===== config.mk =====
export PLATFORM = sky130hd
export DESIGN_NAME = continued_line_reader_core
export DESIGN_NICKNAME = d
export VERILOG_FILES = /design/src/sv/clr_pkg.sv /design/src/sv/clr_front.sv /design/src/sv/clr_queue.sv /design/src/sv/clr_back.sv /design/src/sv/continued_line_reader_core.sv
export SDC_FILE = /design/constraint.sdc
export NUM_CORES = 1
export LEC_CHECK = 0
export ABC_AREA = 1
export ABC_CLOCK_PERIOD_IN_PS = 9190
export BUFFER_PORTS_ARGS = -buffer_cell sky130_fd_sc_hd__buf_2
export CAP_MARGIN = 20
export CORE_MARGIN = 3
export CORE_UTILIZATION = 30
export CTS_CLUSTER_SIZE = 14
export DETAILED_ROUTE_END_ITERATION = 16
export GPL_ROUTABILITY_DRIVEN = 0
export HOLD_SLACK_MARGIN = 0.08
export PLACE_DENSITY_LB_ADDON = 0.08
export SLEW_MARGIN = 20
export SYNTH_ARGS = -nofsm -noshare
export SYNTH_HDL_FRONTEND = slang
export SYNTH_HIERARCHICAL = 1
export SYNTH_SLANG_ARGS = --single-unit

===== constraint.sdc =====
create_clock -name aclk -period 9.19 [get_ports aclk]
set_clock_uncertainty 0.1 [all_clocks]
set_input_delay 0.4595 -clock aclk [delete_from_list [all_inputs] [get_ports aclk]]
set_output_delay 0.4595 -clock aclk [all_outputs]
set_load 0.02 [all_outputs]

===== src/sv/clr_pkg.sv =====
`timescale 1ns / 1ps
`default_nettype none
// ----------------------------------------------------------------------------
// clr_pkg: shared types and constants of the continued line reader
// Result and packet types passed between front end, queue and back end,
// plus the character codes the scanner reacts to.
// ----------------------------------------------------------------------------
package clr_pkg;

    // Default counter width and line capacity after reset
    localparam int          COUNT_WIDTH_DEFAULT = 16;
    localparam logic [15:0] CAPACITY_DEFAULT    = 16'd1024;
    localparam logic [15:0] CAPACITY_MIN        = 16'd3;
    localparam logic [15:0] CAPACITY_RESERVE    = 16'd2;

    // Most results one input transfer can cause
    localparam int MAX_RESULTS = 4;
    localparam int NUM_WIDTH   = $clog2(MAX_RESULTS + 1);
    localparam int IDX_WIDTH   = $clog2(MAX_RESULTS);

    // Characters with a special role
    localparam logic [7:0] CHAR_BSLASH = 8'h5C;
    localparam logic [7:0] CHAR_HASH   = 8'h23;
    localparam logic [7:0] CHAR_LF     = 8'h0A;
    localparam logic [7:0] CHAR_CR     = 8'h0D;
    localparam logic [7:0] CHAR_TAB    = 8'h09;
    localparam logic [7:0] CHAR_SPACE  = 8'h20;

    // Scanner modes
    typedef enum logic [2:0] {
        MODE_NORMAL  = 3'd0,
        MODE_QUOTED  = 3'd1,
        MODE_COMMENT = 3'd2,
        MODE_TRIM    = 3'd3,
        MODE_SKIPLF  = 3'd4
    } mode_t;

    // One result on the output channel
    typedef struct packed {
        logic [7:0] data;
        logic       byte_valid;
        logic       line_end;
        logic       truncated;
        logic       stream_end;
    } result_t;

    // All results of one input transfer, in order from index 0
    typedef struct packed {
        logic [NUM_WIDTH-1:0]         num;
        result_t [MAX_RESULTS-1:0]    res;
    } packet_t;

endpackage
`default_nettype wire


===== src/sv/clr_front.sv =====
`timescale 1ns / 1ps
`default_nettype none
// ----------------------------------------------------------------------------
// clr_front: scanner front end
// Classifies each input byte against the scanner mode, updates the line
// state and builds the packet of results the byte causes.
// ----------------------------------------------------------------------------
module clr_front #(
    parameter int COUNT_WIDTH = clr_pkg::COUNT_WIDTH_DEFAULT
) (
    input  wire logic              aclk,
    input  wire logic              aresetn,
    input  wire logic              cfg_we,
    input  wire logic [15:0]       cfg_wdata,
    input  wire logic              in_accept,
    input  wire logic [7:0]        in_byte,
    input  wire logic              input_done,
    output logic                   push,
    output clr_pkg::packet_t       push_pkt
);
    import clr_pkg::*;

    // Largest limit the counter can reach
    localparam logic [63:0] MAX_LIMIT = (64'd1 << COUNT_WIDTH) - 64'd2;

    mode_t                  mode_reg, mode_next;
    logic [COUNT_WIDTH-1:0] count_reg, count_next;
    logic                   pend_reg, pend_next;
    logic [COUNT_WIDTH-1:0] limit_reg, limit_next;

    logic                   do_plain;
    logic                   quoted;
    logic [NUM_WIDTH-1:0]   num;
    result_t [MAX_RESULTS-1:0] res;

    // Turn a capacity into the stored-byte limit of a line
    function automatic logic [COUNT_WIDTH-1:0] limit_of(input logic [15:0] cap);
        logic [15:0] cap_c;
        logic [63:0] lim;
        cap_c = (cap < CAPACITY_MIN) ? CAPACITY_MIN : cap;
        lim   = {48'd0, cap_c - CAPACITY_RESERVE};
        if (lim > MAX_LIMIT) begin
            lim = MAX_LIMIT;
        end
        return lim[COUNT_WIDTH-1:0];
    endfunction

    function automatic result_t mk_byte(input logic [7:0] b);
        result_t r;
        r            = '0;
        r.data       = b;
        r.byte_valid = 1'b1;
        return r;
    endfunction

    function automatic result_t mk_end(input logic tr, input logic se);
        result_t r;
        r            = '0;
        r.line_end   = 1'b1;
        r.truncated  = tr;
        r.stream_end = se;
        return r;
    endfunction

    function automatic result_t mk_stream_end();
        result_t r;
        r            = '0;
        r.stream_end = 1'b1;
        return r;
    endfunction

    // Latch the line limit on a configuration write
    assign limit_next = cfg_we ? limit_of(cfg_wdata) : limit_reg;

    always_ff @(posedge aclk) begin
        if (!aresetn) begin
            limit_reg <= limit_of(CAPACITY_DEFAULT);
        end else begin
            limit_reg <= limit_next;
        end
    end

    // Classify the byte and build its results
    always_comb begin
        mode_next  = mode_reg;
        count_next = count_reg;
        pend_next  = pend_reg;
        num        = '0;
        res        = '0;
        do_plain   = 1'b0;
        quoted     = 1'b0;

        if (input_done) begin
            res[0]     = (count_reg != '0) ? mk_end(1'b0, 1'b1) : mk_stream_end();
            num        = NUM_WIDTH'(1);
            mode_next  = MODE_NORMAL;
            count_next = '0;
            pend_next  = 1'b0;
        end else begin
            unique case (mode_reg)
                MODE_QUOTED: begin
                    do_plain = 1'b1;
                    quoted   = 1'b1;
                end
                MODE_COMMENT: begin
                    if (in_byte == CHAR_LF) begin
                        mode_next = MODE_NORMAL;
                    end
                end
                MODE_TRIM: begin
                    if (in_byte != CHAR_SPACE && in_byte != CHAR_TAB) begin
                        do_plain = 1'b1;
                    end
                end
                MODE_SKIPLF: begin
                    if (in_byte == CHAR_LF) begin
                        mode_next = MODE_NORMAL;
                    end else begin
                        do_plain = 1'b1;
                    end
                end
                default: begin
                    do_plain = 1'b1;
                end
            endcase
        end

        if (do_plain) begin
            mode_next = MODE_NORMAL;
            if (in_byte == CHAR_BSLASH && !quoted) begin
                mode_next = MODE_QUOTED;
            end else if (in_byte == CHAR_HASH) begin
                // flush a held newline
                if (pend_next) begin
                    res[num[IDX_WIDTH-1:0]] = mk_byte(CHAR_LF);
                    num       = num + NUM_WIDTH'(1);
                    pend_next = 1'b0;
                end
                if (quoted) begin
                    res[num[IDX_WIDTH-1:0]] = mk_byte(in_byte);
                    num        = num + NUM_WIDTH'(1);
                    count_next = count_next + COUNT_WIDTH'(1);
                    if (count_next >= limit_reg) begin
                        res[num[IDX_WIDTH-1:0]] = mk_end(1'b1, 1'b0);
                        num        = num + NUM_WIDTH'(1);
                        count_next = '0;
                        pend_next  = 1'b0;
                    end
                end else begin
                    res[num[IDX_WIDTH-1:0]] = mk_end(1'b0, 1'b0);
                    num        = num + NUM_WIDTH'(1);
                    count_next = '0;
                    pend_next  = 1'b0;
                    mode_next  = MODE_COMMENT;
                end
            end else if (in_byte == CHAR_LF) begin
                if (quoted) begin
                    mode_next = MODE_TRIM;
                end else begin
                    if (pend_next) begin
                        res[num[IDX_WIDTH-1:0]] = mk_byte(CHAR_LF);
                        num = num + NUM_WIDTH'(1);
                    end
                    res[num[IDX_WIDTH-1:0]] = mk_end(1'b0, 1'b0);
                    num        = num + NUM_WIDTH'(1);
                    count_next = '0;
                    pend_next  = 1'b0;
                end
            end else if (in_byte == CHAR_CR) begin
                if (pend_next) begin
                    res[num[IDX_WIDTH-1:0]] = mk_byte(CHAR_LF);
                    num       = num + NUM_WIDTH'(1);
                    pend_next = 1'b0;
                end
                mode_next = MODE_SKIPLF;
                if (quoted) begin
                    // hold a newline, counted but not yet sent
                    pend_next  = 1'b1;
                    count_next = count_next + COUNT_WIDTH'(1);
                    if (count_next >= limit_reg) begin
                        res[num[IDX_WIDTH-1:0]] = mk_end(1'b1, 1'b0);
                        num        = num + NUM_WIDTH'(1);
                        count_next = '0;
                        pend_next  = 1'b0;
                    end
                end else begin
                    res[num[IDX_WIDTH-1:0]] = mk_end(1'b0, 1'b0);
                    num        = num + NUM_WIDTH'(1);
                    count_next = '0;
                    pend_next  = 1'b0;
                end
            end else begin
                if (pend_next) begin
                    res[num[IDX_WIDTH-1:0]] = mk_byte(CHAR_LF);
                    num       = num + NUM_WIDTH'(1);
                    pend_next = 1'b0;
                end
                // keep the backslash of an ordinary escaped byte
                if (quoted) begin
                    res[num[IDX_WIDTH-1:0]] = mk_byte(CHAR_BSLASH);
                    num        = num + NUM_WIDTH'(1);
                    count_next = count_next + COUNT_WIDTH'(1);
                end
                res[num[IDX_WIDTH-1:0]] = mk_byte(in_byte);
                num        = num + NUM_WIDTH'(1);
                count_next = count_next + COUNT_WIDTH'(1);
                if (count_next >= limit_reg) begin
                    res[num[IDX_WIDTH-1:0]] = mk_end(1'b1, 1'b0);
                    num        = num + NUM_WIDTH'(1);
                    count_next = '0;
                    pend_next  = 1'b0;
                end
            end
        end
    end

    // Hand non-empty packets to the queue
    assign push         = in_accept && (num != '0);
    assign push_pkt.num = num;
    assign push_pkt.res = res;

    // Advance the line state on each input transfer
    always_ff @(posedge aclk) begin
        if (!aresetn) begin
            mode_reg  <= MODE_NORMAL;
            count_reg <= '0;
            pend_reg  <= 1'b0;
        end else if (in_accept) begin
            mode_reg  <= mode_next;
            count_reg <= count_next;
            pend_reg  <= pend_next;
        end
    end

endmodule
`default_nettype wire


===== src/sv/clr_queue.sv =====
`timescale 1ns / 1ps
`default_nettype none
// ----------------------------------------------------------------------------
// clr_queue: two-entry packet queue
// Decouples the front end from the back end so each side stalls alone.
// ----------------------------------------------------------------------------
module clr_queue (
    input  wire logic              aclk,
    input  wire logic              aresetn,
    input  wire logic              push,
    input  wire clr_pkg::packet_t  push_pkt,
    input  wire logic              pop,
    output clr_pkg::packet_t       pop_pkt,
    output logic                   full,
    output logic                   not_empty
);
    import clr_pkg::*;

    packet_t    entry_reg [2];
    logic       wr_ptr_reg, wr_ptr_next;
    logic       rd_ptr_reg, rd_ptr_next;
    logic [1:0] fill_reg, fill_next;

    assign full      = (fill_reg == 2'd2);
    assign not_empty = (fill_reg != 2'd0);
    assign pop_pkt   = entry_reg[rd_ptr_reg];

    // Advance pointers and fill level
    always_comb begin
        wr_ptr_next = push ? !wr_ptr_reg : wr_ptr_reg;
        rd_ptr_next = pop ? !rd_ptr_reg : rd_ptr_reg;
        fill_next   = fill_reg;
        if (push && !pop) begin
            fill_next = fill_reg + 2'd1;
        end else if (pop && !push) begin
            fill_next = fill_reg - 2'd1;
        end
    end

    always_ff @(posedge aclk) begin
        if (!aresetn) begin
            wr_ptr_reg <= 1'b0;
            rd_ptr_reg <= 1'b0;
            fill_reg   <= 2'd0;
        end else begin
            wr_ptr_reg <= wr_ptr_next;
            rd_ptr_reg <= rd_ptr_next;
            fill_reg   <= fill_next;
        end
    end

    // Store a pushed packet
    always_ff @(posedge aclk) begin
        if (push) begin
            entry_reg[wr_ptr_reg] <= push_pkt;
        end
    end

endmodule
`default_nettype wire


===== src/sv/clr_back.sv =====
`timescale 1ns / 1ps
`default_nettype none
// ----------------------------------------------------------------------------
// clr_back: result sequencer
// Holds one packet and sends its results one transfer at a time, marking
// the final one of each packet.
// ----------------------------------------------------------------------------
module clr_back (
    input  wire logic              aclk,
    input  wire logic              aresetn,
    input  wire logic              q_not_empty,
    input  wire clr_pkg::packet_t  q_pkt,
    output logic                   q_pop,
    output logic                   m_valid,
    input  wire logic              m_ready,
    output logic [7:0]             m_out_byte,
    output logic                   m_byte_valid,
    output logic                   m_line_end,
    output logic                   m_truncated,
    output logic                   m_stream_end,
    output logic                   m_last
);
    import clr_pkg::*;

    packet_t              cur_reg;
    logic                 valid_reg;
    logic [IDX_WIDTH-1:0] idx_reg;
    logic                 at_last;
    logic                 advance;
    logic                 load;
    result_t              cur_res;

    assign at_last = ({1'b0, idx_reg} + NUM_WIDTH'(1)) == cur_reg.num;
    assign advance = valid_reg && m_ready;
    assign load    = (!valid_reg || (advance && at_last)) && q_not_empty;
    assign q_pop   = load;

    // Step through the held packet
    always_ff @(posedge aclk) begin
        if (!aresetn) begin
            valid_reg <= 1'b0;
            idx_reg   <= '0;
        end else if (load) begin
            valid_reg <= 1'b1;
            idx_reg   <= '0;
        end else if (advance) begin
            if (at_last) begin
                valid_reg <= 1'b0;
            end else begin
                idx_reg <= idx_reg + IDX_WIDTH'(1);
            end
        end
    end

    always_ff @(posedge aclk) begin
        if (load) begin
            cur_reg <= q_pkt;
        end
    end

    // Drive the current result
    assign cur_res      = cur_reg.res[idx_reg];
    assign m_valid      = valid_reg;
    assign m_out_byte   = cur_res.data;
    assign m_byte_valid = cur_res.byte_valid;
    assign m_line_end   = cur_res.line_end;
    assign m_truncated  = cur_res.truncated;
    assign m_stream_end = cur_res.stream_end;
    assign m_last       = at_last;

endmodule
`default_nettype wire


===== src/sv/continued_line_reader_core.sv =====
`timescale 1ns / 1ps
`default_nettype none
// ----------------------------------------------------------------------------
// continued_line_reader_core: logical line splitter for a byte stream
// Joins backslash-continued lines, strips comments and emits content bytes
// and line ends as separate results.
// ----------------------------------------------------------------------------
// The core takes one byte (or an end-of-input mark) per transfer and sends
// each content byte and each line end as a result of its own; the final
// result of an input transfer carries m_last. Bytes that cause no result or
// one result stream at one byte per clock while the queue has room. A byte
// that causes several results (at most four) holds the output port while the
// back end sends them one result per cycle whenever m_ready is high; a
// two-entry queue between scanner and output absorbs this, and the input
// stalls only once that queue is full. Results pass through a queue entry and
// the back end's held packet register before they appear. Write cfg_wdata
// (line capacity) only while the core is idle; lines end truncated once capacity minus two bytes are held.
// ----------------------------------------------------------------------------
module continued_line_reader_core #(
    parameter int COUNT_WIDTH = clr_pkg::COUNT_WIDTH_DEFAULT
) (
    input  wire logic        aclk,
    input  wire logic        aresetn,
    input  wire logic        cfg_we,
    input  wire logic [15:0] cfg_wdata,
    input  wire logic        s_valid,
    output logic             s_ready,
    input  wire logic [7:0]  s_in_byte,
    input  wire logic        s_input_done,
    output logic             m_valid,
    input  wire logic        m_ready,
    output logic [7:0]       m_out_byte,
    output logic             m_byte_valid,
    output logic             m_line_end,
    output logic             m_truncated,
    output logic             m_stream_end,
    output logic             m_last
);
    import clr_pkg::*;

    logic    in_accept;
    logic    push;
    packet_t push_pkt;
    logic    q_pop;
    packet_t q_pkt;
    logic    q_full;
    logic    q_not_empty;

    // Accept input while the queue has room
    assign s_ready   = !q_full;
    assign in_accept = s_valid && s_ready;

    clr_front #(
        .COUNT_WIDTH (COUNT_WIDTH)
    ) u_front (
        .aclk       (aclk),
        .aresetn    (aresetn),
        .cfg_we     (cfg_we),
        .cfg_wdata  (cfg_wdata),
        .in_accept  (in_accept),
        .in_byte    (s_in_byte),
        .input_done (s_input_done),
        .push       (push),
        .push_pkt   (push_pkt)
    );

    clr_queue u_queue (
        .aclk      (aclk),
        .aresetn   (aresetn),
        .push      (push),
        .push_pkt  (push_pkt),
        .pop       (q_pop),
        .pop_pkt   (q_pkt),
        .full      (q_full),
        .not_empty (q_not_empty)
    );

    clr_back u_back (
        .aclk         (aclk),
        .aresetn      (aresetn),
        .q_not_empty  (q_not_empty),
        .q_pkt        (q_pkt),
        .q_pop        (q_pop),
        .m_valid      (m_valid),
        .m_ready      (m_ready),
        .m_out_byte   (m_out_byte),
        .m_byte_valid (m_byte_valid),
        .m_line_end   (m_line_end),
        .m_truncated  (m_truncated),
        .m_stream_end (m_stream_end),
        .m_last       (m_last)
    );

endmodule
`default_nettype wire


# Word-level counts from Yosys, hierarchy flattened
# Memory sizes are Yosys's and may differ from the RTL's. A register that Yosys moved wholly into a read port is not among the register bits.
# Index checks and enable logic that the tools add are counted.
# word_totals
ram_bits,102
output_inout_bits,15
ff_bits,43
in_bits,30
n_memories,1
# classes
muxes,145
add_sub_neg,15
magnitude_cmp,21
bitwise_logic,26
n_eq_ne,12
n_reduce_logical,38
# memory_table
memory,words,word_bits,read_ports,rd_clocked_by_memory_dff,write_ports,line_no,text
u_queue.entry_reg,2,51,1,1,1,clr_queue.sv:19,packet_t entry_reg [2];
# ops
operator,n
$mux W48,36
$mux W16,18
$demux W12 S2,8
$mux W3,45
$and A44 B44 Y44,3
$not A44 Y44,3
$and A40 B40 Y40,3
$mux W12,10
$not A40 Y40,3
$bwmux W48,2
$and A9 B36 Y36,1
$not A36 Y36,1
$add A16 B1 Y16 const B,2
$ge A16 B16 Y1,2
$and A28 B28 Y28,1
$not A28 Y28,1
$bmux W12 S2,1
$lt A2 B3 Y1 const B,8
$or A8 B8 Y8,3
$add A3 B1 Y3 const B,7
$mux W1,20
$or A20 B20 Y20,1
$logic_and A1 B1 Y1,17
$eq A8 B4 Y1 const B,2
other kinds (32),59

# Depth between registers and ports, before layout
# depth
ltp_word,29
mapped_depth,39
mapped_depth_nobuf,37

# By module
# The synthesis kept the hierarchy.
# modules_own_cells
module,cells_each,instances,area_each_um2
clr_front,971,1,5629.1
clr_queue,194,1,4164.0
clr_back,156,1,2112.0
continued_line_reader_core,3,1,13.8

# Worst setup path before layout
# OpenSTA, ideal clock, no wires.
# synth_path
path_kind,in2reg
startpoint,input s_input_done
endpoint,"memory u_queue/entry_reg[0][0] in the netlist's numbering, enable pin"
cell_stages,26
arrival_ns,6.314
setup_slack_ns,2.317
required_ns,8.630
path_cell_list,buf_6 > nor2_2 > buf_2 > buf_2 > ha_1 > ha_1 > nand3_1 > nor2_2 > nand3_2 > inv_1 > nand4_1 > and2_1 > ha_1 > nand2_1 > inv_1 > nand3_1 > nor3_1 > nand3_1 > nand3_1 > nand2_1 > xor2_1 > nor2_1 > nor2_1 > a21oi_1 > inv_1 > nor2_1
# synth_rtl
element,line_no,text
from (decl),continued_line_reader_core.sv:29,"input wire logic s_input_done,"
to (decl),clr_queue.sv:19,

==> impl_metrics.csv <==
group,metric,value,unit
worst_hold_path,min_path_cells,4,
clock_network,clkLatencyLatePin,450,ps
worst_setup_path,cp-end-kind,"flop",
clock_network,cts_sinks,197,
place,hpwlAfterDp,24400,µm
global_route,grt_max_degree,55,
sta,fin_crit_sh,0.682,
global_route,grt-ovfl-total,0,
clock_network,cts_tree,"yes",
die,num_io_pins,45,
die,die-area,42200,µm²
clock_network,cts_resized,0,
yosys,yosysMostFrequentCell,"nand2_1",
yosys,ys_warn_count,6,
yosys,synth-seq-area-share,0.459,
worst_setup_path,start_kind,"primary input",
worst_setup_path,slowest_stage,"nor2_4",
pwr,pwr_density_cell,235,nW/µm²
final_layout,insertedDiodeCount,0,
final_layout,syn2layout_area_growth,10.4,%
sta,fmax,160,MHz
yosys,syn_avg_cell_area,9.00,µm²
worst_hold_path,hold_class,"in -> reg",
pwr,power_frac_clock,0.246,
worst_setup_path,r2r_cells,24,
yosys,netlist_instances,1324,
global_route,grt_pass1_wl,51600,µm
sta,rsz0062_at_grt,"no",
clock_network,cts_buffers,17,
route,via_per_inst,4.72,
global_route,antenna_found_initial,0,
route,wirelength,33400,µm
worst_setup_path,arrival,6280,ps
route,dr_total_vias,8909,
yosys,synthDistinctLibCells,53,
worst_setup_path,path_class,"in -> reg",
clock_network,cts.root.buffer_cell,"clkbuf_16",
pwr,internal_power,1.98,mW
route,drcViolationCount,0,
yosys,synthTopCellsByCount,"nand2_1, inv_1, edfxtp_1",
sta,relSlewSlack,0.305,
final_layout,final_nets,1434,
clock_network,post-cts-setup-buffers,0,
yosys,synth-seq-cells,197,
place,pre_cts_slack,2390,ps
yosys,async_reset_ff_frac,0,
route,detail-route-antenna-nets,0,
global_route,grt_pass1_vias,8889,
route,wl_per_cell,17.7,µm
status,status,"finished, final reports clean",
sta,slew_viol_final,0,
worst_setup_path,cp_max_fo,31,
route,dr.pass1.iters,5,
die,die_h,205,µm
yosys,synth_area_leaders,"edfxtp_1, nand2_1, dfxtp_1",
die,start_util,0.306,
sta,final.setup.tns,0,ps
run,maxCapViolCount,0,
final_layout,drive_gt1_frac,0.159,
clock_network,holdBufCountCts,0,
die,die_x,205,µm
worst_setup_path,cpPeakStageDelay,760,ps
yosys,synth_edf_count,153,
pwr,seq_power_share,0.450,
sta,fin_ws,2920,ps
final_layout,largest_reg_flops,102,
clock_network,cts_buffer_depth,2,
yosys,synth_flop_cell,"edfxtp_1",
place,portBuffers,44,
clock_network,htreeDepth,4,
worst_setup_path,critPathMostFrequentCell,"nand3_1",
sta,worst_pin_slew,1040,ps
sta,setup_viol,0,
route,drtIter0Drc,422,
yosys,synth.top_cell.area_share,0.385,
sta,layout_min_cycle_time,6270,ps
clock_network,clk_pin_slew_worst_paths,80,ps
die,core,38900,µm²
yosys,synth_top_cell_by_area,"edfxtp_1",
pwr,combPwrFrac,0.304,
die,num_rows,72,
worst_setup_path,required,9210,ps
sta,finalHoldViolCount,0,
final_layout,fin_util,0.338,
global_route,grtUsageTotal,0.162,
pwr,p_leak,5.58,nW
yosys,syn_area,11900,µm²
pwr,p_switching,1.10,mW
pwr,switching_share,0.358,
pwr,ir_drop,120,µV
[critical path, delay by kind of cell]
kind                       cells  cell delay, ps
and+or+nand+nor               15            3240
buffers and inverters          6            1220
AOI/OAI and AO/OA              2             620
adders and majority gates      2             490
xor gates and xnor gates       1             180
[kinds of logic (layout without fill, tap and decap cells)]
group                    count (synthesis)  in the layout  share of synthesized area
AO/OA/AOI/OAI                          206            206                     0.0948
XOR/XNOR                                19             19                     0.0146
adder cells (fa/ha/maj)                 46             46                     0.0483
buffers and inverters                  227            272                     0.0861
flip-flops                             197            197                      0.459
multiplexers                            51             51                     0.0639
other                                    2              4                   0.000630
AND/OR/NAND/NOR                        576            576                      0.232
[metrics by stage]
stage,area (µm²),power [mW],instances,hold WS [ps]
after floorplan,11900,2.11,1326,343
after global placement,12600,2.37,1857,362
after detailed placement,12600,2.38,1857,368
after CTS,13200,3.15,1889,246
after global routing,13200,3.29,1889,288
final,13200,3.09,1889,266
[power groups by stage]
stage | Combinational, mW | Clock, mW | Sequential (mW)
final | 0.937 | 0.760 | 1.39
after global routing | 1.05 | 0.821 | 1.42
after CTS | 0.964 | 0.789 | 1.39
after detailed placement | 0.961 | 0 | 1.42
after global placement | 0.959 | 0 | 1.41
after floorplan | 0.782 | 0 | 1.33
[layout by cell type (no fill, tap or decap), drive strengths merged, types with 2 or more instances in the layout]
cell type / count
nand2: 267
o32ai: 2
nand4: 23
nand3: 96
mux2: 51
o22ai: 15
ha: 46
o21ai: 92
xor2: 14
buf: 53
a31oi: 3
nand3b: 6
xnor2: 5
nor3: 33
dfxtp: 44
o31ai: 2
nor2: 138
o21a: 3
clkinvlp: 2
clkinv: 6
o211ai: 6
nor4: 3
conb: 4
clkbuf: 17
a211oi: 2
inv: 194
a21oi: 79
and2: 9
edfxtp: 153
[cell type report]
class | instances | area, µm²
clock buffer | 17 | 425
clock inverter | 15 | 166
fill | 4126 | 25800
inverter | 187 | 716
multi-input combinational | 902 | 5430
sequential | 197 | 5480
tap | 518 | 648
timing repair buffer | 53 | 288
[path summary, 6_finish.rpt]
check	start	slack, ps	to
worst max-delay path	s_input_done	2920	u_queue/entry_reg[0][11]
worst min-delay path	cfg_wdata[4]	270	u_front/limit_reg[4]
worst max register to register	u_front/mode_reg[0]	2960	u_queue/entry_reg[0][11]
worst min register to register	u_front/limit_reg[5]	380	u_front/limit_reg[5]
[metal layers]
metal  global-route usage  vias to the layer above  routed length (µm)
met5                    0                        -                   0
met4               0.0525                        0                 737
met3               0.0233                       30                 632
met2                0.300                      102               17500
met1                0.191                     4239               14500
li1                     -                     4538                   -
Note: power is estimated with default switching activity, not from simulation.
